`src/uue_pkg.sv`:
```
`timescale 1ns / 1ps
// ----------------------------------------------------------------------------
// uue_pkg
// Shared types, constants and the character map for the uuencode line encoder.
// ----------------------------------------------------------------------------
package uue_pkg;

  localparam int GROUP_W     = 6;
  localparam int CHAR_W      = 8;
  localparam int STORE_DEPTH = 60;
  localparam int IDX_W       = 6;
  localparam int ACC_W       = 12;
  localparam int BITS_W      = 4;

  localparam logic [IDX_W-1:0]  LINE_CHARS   = 6'd60;
  localparam logic [CHAR_W-1:0] NEWLINE_CHAR = 8'd10;
  localparam logic [CHAR_W-1:0] ZERO_CHAR    = 8'd96;
  localparam logic [CHAR_W-1:0] SPACE_CHAR   = 8'd32;
  localparam logic [CHAR_W-1:0] MARK_CHAR    = 8'd0;

  localparam logic CMD_DATA   = 1'b0;
  localparam logic CMD_FINISH = 1'b1;

  typedef enum logic [6:0] {
    S_IDLE  = 7'b0000001,
    S_GROUP = 7'b0000010,
    S_LEN   = 7'b0000100,
    S_RD    = 7'b0001000,
    S_CH    = 7'b0010000,
    S_NL    = 7'b0100000,
    S_MARK  = 7'b1000000
  } state_t;

  typedef struct packed {
    logic               en;
    logic [IDX_W-1:0]   addr;
    logic [GROUP_W-1:0] data;
  } buf_wr_t;

  typedef struct packed {
    logic             en;
    logic [IDX_W-1:0] addr;
  } buf_rd_t;

  function automatic logic [CHAR_W-1:0] enc_char(input logic [GROUP_W-1:0] n);
    logic [CHAR_W-1:0] c;
    c = (n == '0) ? ZERO_CHAR : (SPACE_CHAR + {2'b00, n});
    return c;
  endfunction

endpackage

```
`src/uuencode_line_encoder_core.sv`:
```
`timescale 1ns / 1ps
// ----------------------------------------------------------------------------
// uuencode_line_encoder_core
// Packs bytes into 6-bit groups, buffers one line and emits it as uuencode
// text: length character, group characters, newline; or a lone null marker.
// ----------------------------------------------------------------------------
//  channel  ports                                   dir  meaning
//  in       in_valid in_stall in_cmd in_data_byte   in   byte or finish
//  out      out_valid out_stall out_char            out  one character
//           out_last_of_run                              per transfer
//
//  A data byte is taken in while idle, then each 6-bit group goes through
//  the shared shifter. A finish adds 2 or 3 padding groups when bits are
//  left over. A line drains as length character, buffered characters (read
//  state, then output state: single read port, registered read), newline.
//  Reset is synchronous and clears control state only; the line buffer is
//  not cleared. out_stall holds the sequencer; in_stall is high while busy.
// ----------------------------------------------------------------------------
module uuencode_line_encoder_core (
  input  logic       clk,
  input  logic       rst_n,
  input  logic       in_valid,
  output logic       in_stall,
  input  logic       in_cmd,
  input  logic [7:0] in_data_byte,
  output logic       out_valid,
  input  logic       out_stall,
  output logic [7:0] out_char,
  output logic       out_last_of_run
);
  import uue_pkg::*;

  state_t              state_r, state_nxt;
  logic [ACC_W-1:0]    acc_r, acc_nxt;
  logic [BITS_W-1:0]   bits_r, bits_nxt;
  logic [1:0]          grp_left_r, grp_left_nxt;
  logic                fin_r, fin_nxt;
  logic [3:0]          lo_bits_r, lo_bits_nxt;
  logic [2:0]          lo_cnt_r, lo_cnt_nxt;
  logic [IDX_W-1:0]    line_bytes_r, line_bytes_nxt;
  logic [IDX_W-1:0]    line_chars_r, line_chars_nxt;
  logic [IDX_W-1:0]    rd_idx_r, rd_idx_nxt;
  logic                out_valid_r, out_valid_nxt;
  logic [CHAR_W-1:0]   out_char_r, out_char_nxt;
  logic                out_last_r, out_last_nxt;

  logic                in_xfer;
  logic                out_xfer;
  logic                out_free;
  logic [ACC_W-1:0]    shifted;
  logic [GROUP_W-1:0]  group;
  logic                grp_wr;
  logic [IDX_W-1:0]    chars_after;
  logic [IDX_W-1:0]    rd_idx_inc;
  logic [GROUP_W-1:0]  rd_data;
  buf_wr_t             buf_wr;
  buf_rd_t             buf_rd;

  uue_line_buf u_buf (
    .clk     (clk),
    .wr      (buf_wr),
    .rd      (buf_rd),
    .rd_data (rd_data)
  );

  assign in_stall  = (state_r != S_IDLE);
  assign in_xfer   = in_valid && !in_stall;
  assign out_xfer  = out_valid_r && !out_stall;
  assign out_free  = !out_valid_r || !out_stall;

  // shared group extractor; once the real bits run out the padding is zero
  assign shifted     = acc_r >> (bits_r - 4'd6);
  assign group       = (bits_r >= 4'd6) ? shifted[GROUP_W-1:0] : '0;
  assign grp_wr      = (state_r == S_GROUP) && (line_chars_r < 6'(STORE_DEPTH));
  assign chars_after = line_chars_r + {5'b0, grp_wr};
  assign rd_idx_inc  = rd_idx_r + 6'd1;

  always_comb begin
    buf_wr.en   = grp_wr;
    buf_wr.addr = line_chars_r;
    buf_wr.data = group;
    buf_rd.en   = (state_r == S_RD);
    buf_rd.addr = rd_idx_r;
  end

  always_comb begin
    state_nxt      = state_r;
    acc_nxt        = acc_r;
    bits_nxt       = bits_r;
    grp_left_nxt   = grp_left_r;
    fin_nxt        = fin_r;
    lo_bits_nxt    = lo_bits_r;
    lo_cnt_nxt     = lo_cnt_r;
    line_bytes_nxt = line_bytes_r;
    line_chars_nxt = line_chars_r;
    rd_idx_nxt     = rd_idx_r;
    out_char_nxt   = out_char_r;
    out_last_nxt   = out_last_r;
    out_valid_nxt  = out_xfer ? 1'b0 : out_valid_r;

    unique case (state_r)
      S_IDLE: begin
        if (in_xfer) begin
          bits_nxt = 4'(lo_cnt_r) + 4'd8;
          if (in_cmd == CMD_DATA) begin
            acc_nxt        = {lo_bits_r, in_data_byte};
            grp_left_nxt   = (lo_cnt_r == 3'd4) ? 2'd2 : 2'd1;
            fin_nxt        = 1'b0;
            line_bytes_nxt = line_bytes_r + 6'd1;
            state_nxt      = S_GROUP;
            unique case (lo_cnt_r)
              3'd0: begin
                lo_cnt_nxt  = 3'd2;
                lo_bits_nxt = {2'b00, in_data_byte[1:0]};
              end
              3'd2: begin
                lo_cnt_nxt  = 3'd4;
                lo_bits_nxt = in_data_byte[3:0];
              end
              default: begin
                lo_cnt_nxt  = 3'd0;
                lo_bits_nxt = 4'd0;
              end
            endcase
          end else begin
            acc_nxt      = {lo_bits_r, 8'd0};
            grp_left_nxt = (lo_cnt_r == 3'd2) ? 2'd3 : 2'd2;
            fin_nxt      = 1'b1;
            lo_cnt_nxt   = 3'd0;
            lo_bits_nxt  = 4'd0;
            if (lo_cnt_r != 3'd0) begin
              state_nxt = S_GROUP;
            end else if (line_bytes_r == '0) begin
              state_nxt = S_MARK;
            end else begin
              state_nxt = S_LEN;
            end
          end
        end
      end

      S_GROUP: begin
        line_chars_nxt = chars_after;
        bits_nxt       = (bits_r >= 4'd6) ? (bits_r - 4'd6) : bits_r;
        grp_left_nxt   = grp_left_r - 2'd1;
        if (grp_left_r == 2'd1) begin
          if (fin_r) begin
            state_nxt = (line_bytes_r == '0) ? S_MARK : S_LEN;
          end else if (lo_cnt_r == 3'd0 && chars_after >= LINE_CHARS) begin
            state_nxt = S_LEN;
          end else begin
            state_nxt = S_IDLE;
          end
        end
      end

      S_LEN: begin
        if (out_free) begin
          out_valid_nxt = 1'b1;
          out_char_nxt  = enc_char(line_bytes_r);
          out_last_nxt  = 1'b0;
          rd_idx_nxt    = '0;
          state_nxt     = (line_chars_r == '0) ? S_NL : S_RD;
        end
      end

      S_RD: begin
        state_nxt = S_CH;
      end

      S_CH: begin
        if (out_free) begin
          out_valid_nxt = 1'b1;
          out_char_nxt  = enc_char(rd_data);
          out_last_nxt  = 1'b0;
          rd_idx_nxt    = rd_idx_inc;
          state_nxt     = (rd_idx_inc >= line_chars_r) ? S_NL : S_RD;
        end
      end

      S_NL: begin
        if (out_free) begin
          out_valid_nxt  = 1'b1;
          out_char_nxt   = NEWLINE_CHAR;
          out_last_nxt   = 1'b1;
          line_bytes_nxt = '0;
          line_chars_nxt = '0;
          state_nxt      = S_IDLE;
        end
      end

      S_MARK: begin
        // finish on an empty line: single null marker
        if (out_free) begin
          out_valid_nxt  = 1'b1;
          out_char_nxt   = MARK_CHAR;
          out_last_nxt   = 1'b1;
          line_chars_nxt = '0;
          state_nxt      = S_IDLE;
        end
      end

      default: begin
        state_nxt = S_IDLE;
      end
    endcase
  end

  always_ff @(posedge clk) begin
    if (!rst_n) begin
      state_r      <= S_IDLE;
      grp_left_r   <= '0;
      fin_r        <= 1'b0;
      lo_bits_r    <= '0;
      lo_cnt_r     <= '0;
      line_bytes_r <= '0;
      line_chars_r <= '0;
      rd_idx_r     <= '0;
      out_valid_r  <= 1'b0;
    end else begin
      state_r      <= state_nxt;
      grp_left_r   <= grp_left_nxt;
      fin_r        <= fin_nxt;
      lo_bits_r    <= lo_bits_nxt;
      lo_cnt_r     <= lo_cnt_nxt;
      line_bytes_r <= line_bytes_nxt;
      line_chars_r <= line_chars_nxt;
      rd_idx_r     <= rd_idx_nxt;
      out_valid_r  <= out_valid_nxt;
    end
  end

  always_ff @(posedge clk) begin
    acc_r      <= acc_nxt;
    bits_r     <= bits_nxt;
    out_char_r <= out_char_nxt;
    out_last_r <= out_last_nxt;
  end

  assign out_valid       = out_valid_r;
  assign out_char        = out_char_r;
  assign out_last_of_run = out_last_r;

endmodule

```
`src/uue_line_buf.sv`:
```
`timescale 1ns / 1ps
// ----------------------------------------------------------------------------
// uue_line_buf
// Line buffer for 6-bit groups: one write port, one registered read port.
// ----------------------------------------------------------------------------
module uue_line_buf (
  input  logic                  clk,
  input  uue_pkg::buf_wr_t      wr,
  input  uue_pkg::buf_rd_t      rd,
  output logic [5:0]            rd_data
);
  import uue_pkg::*;

  logic [GROUP_W-1:0] mem [STORE_DEPTH];
  logic [GROUP_W-1:0] rd_data_r;

  always_ff @(posedge clk) begin
    if (wr.en) begin
      mem[wr.addr] <= wr.data;
    end
  end

  always_ff @(posedge clk) begin
    if (rd.en) begin
      rd_data_r <= mem[rd.addr];
    end
  end

  assign rd_data = rd_data_r;

endmodule

```
`config.mk`:
```
export PLATFORM = sky130hd
export DESIGN_NAME = uuencode_line_encoder_core
export DESIGN_NICKNAME = d
export VERILOG_FILES = /design/src/uue_pkg.sv /design/src/uuencode_line_encoder_core.sv /design/src/uue_line_buf.sv
export SDC_FILE = /design/constraint.sdc
export NUM_CORES = 1
export LEC_CHECK = 0
export BUFFER_PORTS_ARGS = -buffer_cell sky130_fd_sc_hd__buf_4
export CAP_MARGIN = 10
export CORE_MARGIN = 4
export CORE_UTILIZATION = 55
export CTS_BUF_LIST = sky130_fd_sc_hd__clkbuf_8
export CTS_CLUSTER_SIZE = 16
export DETAILED_ROUTE_END_ITERATION = 8
export GPL_ROUTABILITY_DRIVEN = 0
export PLACE_DENSITY = 0.71
export SYNTH_ARGS = -nofsm -noshare
export SYNTH_HDL_FRONTEND = slang
export SYNTH_SLANG_ARGS = --single-unit
```
`constraint.sdc`:
```
create_clock -name clk -period 12.3 [get_ports clk]
set_input_delay 1.23 -clock clk [delete_from_list [all_inputs] [get_ports clk]]
set_output_delay 1.23 -clock clk [all_outputs]
set_load 0.01 [all_outputs]
```
==> results list <==
- Summed over all nets, the half-perimeter wirelength after detailed placement is 23.3 mm.
* Setup Crit Path Kind: register to register
* Worst path cell trace: nor2_2, nand3_1, nor2_1, nand2_1, nor2_1
* Top Ports: 24
* Power consumption: 3.37 mW
- Fraction of post-synthesis cell area in the top cell type by area: 0.666
- Final hold violations: 0
- Count leader, synth: sky130_fd_sc_hd__edfxtp_1
- Final routed DRC violation total: 0
- 1st-iter DRT viols: 1015
- Leftover overflow at the end of global routing: 0
- The synthesized design contains 424 register bits.
- DIE WIDTH: 187 microns
- Of the total power, registers draw 0.545.
* Total inserted antenna cells: 0
- Area of all placed cells without fillers: 0.0193 sq mm
- The worst setup path is launched from a register.
- Synthesis produced a netlist with a net count of 1061.
* Post-synthesis cell count: 1034
- Instance count on the critical path: 5
* First-pass GRT wire length: 58.6 mm
- Slew Limit Headroom: 0.300
* Static Leak: 6.11 nW
- The worst hold path was traced through 0 stages.
- Along the worst path, the maximum fanout reaches 17.
- Setup repair after global routing missed its margin: false
* Hold crit path type: register to register
- Number of global-route vias before repair: 9679
- Sw Ratio: 0.262
- Cts hold-fix bufs: 0
- The share of total power dissipated in combinational logic is 0.115.
- After the flow finishes, the layout carries non-filler instances totaling 1542.
- The worst setup path is captured at a register.
- For this design, the sink count on the clock tree is 424.
* Pin slew with the least headroom to its limit: 1050 ps
- At the worst endpoint, the required time is 12520 ps.
* Cell area reported after detailed placement: 0.0181 sq mm
- The floorplan has 65 rows.
- Dominant delay contributor by cell family on the critical path: simple AND/OR/NAND/NOR gates
- Count of final max-slew check failures: 0
- Counting flops with a built-in enable in the synthesized netlist gives 389.
- Across all register-to-register paths, the minimum setup slack is 9140 ps.
- Number of buffers created by CTS: 69
- Count of endpoints failing setup in the final report: 0
- After clock tree synthesis, the setup repair step added 0 buffers.
- Mean area per synthesized cell: 17.0 sq um
- Share of async-settable or async-resettable flops after synthesis: 0
- After floorplanning, the core was sized to cover 0.0315 sq mm.
- Worst-Skew Late Latency: 610 ps
- The commonest cells after synthesis are sky130_fd_sc_hd__edfxtp_1, sky130_fd_sc_hd__nor2_1, sky130_fd_sc_hd__mux4_2.
- Max Freq: 317 MHz
- Relative to the synthesized area, the layout overhead comes to 10.4%.
* Maximum number of buffers from clock root to sink: 3
- The mapped netlist covers 0.0175 sq mm.
* Net total in the final layout: 1112
- Post-CTS repair changed the size of 0 cells.
* Count of cell types in the netlist: 67
- The first detailed-routing pass took 5 iterations.
* Vias per Instance: 6.20
- In this run the power density over the cells is 174 mW/mm^2.
- Outcome: complete, no violations
- Total negative setup slack: 0 ps
- Fraction of the yosys area taken by sequential cells: 0.706
* Synth area leaders: sky130_fd_sc_hd__edfxtp_1, sky130_fd_sc_hd__mux4_2, sky130_fd_sc_hd__dfxtp_1, sky130_fd_sc_hd__nor2_1, sky130_fd_sc_hd__a21oi_1
- Die Y-Extent: 187 microns
- Instance count after placement with tap cells included: 1416
- After detailed routing, the average wire length per cell comes to 24.6 microns.
- Power Internal: 2.49 mW
* Total wire length: 37.9 mm
- For this configuration, the core starts out at a cell density of 0.557.
- Summed over all instances, the cell type with the most area after synthesis is sky130_fd_sc_hd__edfxtp_1.
- By instance count, the cell type seen most on the critical path is sky130_fd_sc_hd__nor2_1.
- Worst clock skew: 34.1 ps
- Antenna violations before repair: 0
- Number of H-tree levels: 3
* Arrival time at the worst endpoint: 3380 ps
- Warnings from Yosys: 0
- Critical-path top delay cell: sky130_fd_sc_hd__nor2_1
- Power spent charging and discharging nets: 0.884 mW
- Cells on worst reg2reg path: 5
* Share of final-layout standard cells stronger than drive strength 1: 0.222
- The count of nets left with antenna violations once routing finished came out at 0.
* Die area: 0.0348 sq mm
- The number of buffers and inverters on the critical path is 0.
- IR analysis of the VDD net gives a maximum drop of 0.201 mV.
- Overall track demand over capacity in global routing: 0.221
- Slowest stage delay, CP: 690 ps
- After clock tree synthesis, the clock-pin slew on the worst setup and hold paths is 60 ps.
- The most used flip-flop cell after synthesis is sky130_fd_sc_hd__edfxtp_1.
- CTS tree: built
- For the finished layout, the period the worst path requires is 3160 ps.
- Clock tree synthesis selected as its root buffer the cell sky130_fd_sc_hd__clkbuf_8.
- Port buffering added 22 buffers.
- Total number of vias: 9554
* Maximum number of pins on one net before global-route repair: 61
- Of the total power, the clock network draws 0.339.
* Share of the cycle needed by the critical path after routing: 0.257
* Max-cap violations: 0
cell usage in the layout (no fill, tap or decap), drive strengths merged, types with 7 or more instances in the layout:
cell type	count
a22oi	15
o22ai	10
mux2i	16
nor2b	24
o21ai	21
inv	32
nor4	7
mux4	94
dfxtp	35
a21oi	40
edfxtp	389
clkbuf	71
clkinv	30
nand2b	10
xor2	8
ha	14
nand2	44
nor2	119
buf	33
nand3	27
nor3	14
metal layers:
| layer | track usage | part of all wire | vias to the layer above |
|---|---|---|---|
| met1 | 0.312 | 0.41 | 4880 |
| met5 | 0 | 0 | - |
| met3 | 0.0436 | 0.071 | 67 |
| met4 | 0.0725 | 0.025 | 0 |
| li1 | - | - | 4215 |
| met2 | 0.353 | 0.49 | 392 |
layout make-up:
cell class | instances | area (sq um)
clock buffers | 71 | 977
clock inverters | 55 | 310
fillers | 2229 | 12100
inverters | 13 | 48.8
multi-input cells | 544 | 4870
flip-flops and latches | 424 | 12400
well taps | 402 | 503
repair buffers | 33 | 248
cell families (layout without fill, tap and decap cells):
group                    after synthesis  count (layout)  synth area share
AND/OR/NAND/NOR                      275             275            0.0771
AO/OA/AOI/OAI                        123             123            0.0460
buffers and inverters                 66             172            0.0190
multiplexers                         116             116             0.134
adder cells (fa/ha/maj)               15              15            0.0106
other                                  1               1          0.000214
flip-flops                           424             424             0.706
XOR/XNOR                              14              14           0.00700
power by group through the flow:
stage	Combinational, mW	Clock (mW)	Sequential [mW]
after floorplan	0.212	0	1.89
after global placement	0.377	0	1.87
after detailed placement	0.395	0	1.87
after CTS	0.395	1.16	1.84
after global routing	0.431	1.25	1.84
final	0.389	1.14	1.84
final timing paths:
| check | from | endpoint |
|---|---|---|
| max reg2reg | state_r[6] | u_buf.mem[48][1] |
| min reg2reg | lo_bits_r[2] | acc_r[10] |
| max | state_r[6] | u_buf.mem[48][1] |
| min | lo_bits_r[2] | acc_r[10] |
stage by stage:
stage          hold slack, ps   util  setup WS, ps
3_5_place_dp              417  0.574          9120
6_report                  418  0.615          9140
3_3_place_gp              414  0.574          9170
5_1_grt                   434  0.615          8940
2_1_floorplan             409      -          4560
4_1_cts                   420  0.615          9120
sequential cells by signal, summed over array words and instances (netlist names), 4 cells and up:
name / cells
out_char: 7
rd_idx_r: 6
acc_r: 12
line_chars_r: 6
u_buf.mem: 360
state_r: 7
line_bytes_r: 6
u_buf.rd_data: 6
lo_bits_r: 4
worst register-to-register path: stages, from the launching register on:
cell and delay [ps]:
sky130_fd_sc_hd__dfxtp_1 390, sky130_fd_sc_hd__nor2_2 330, sky130_fd_sc_hd__nand3_1 530, sky130_fd_sc_hd__nor2_1 400
sky130_fd_sc_hd__nand2_1 440, sky130_fd_sc_hd__nor2_1 700
Note: power is estimated with default switching activity, not from simulation.
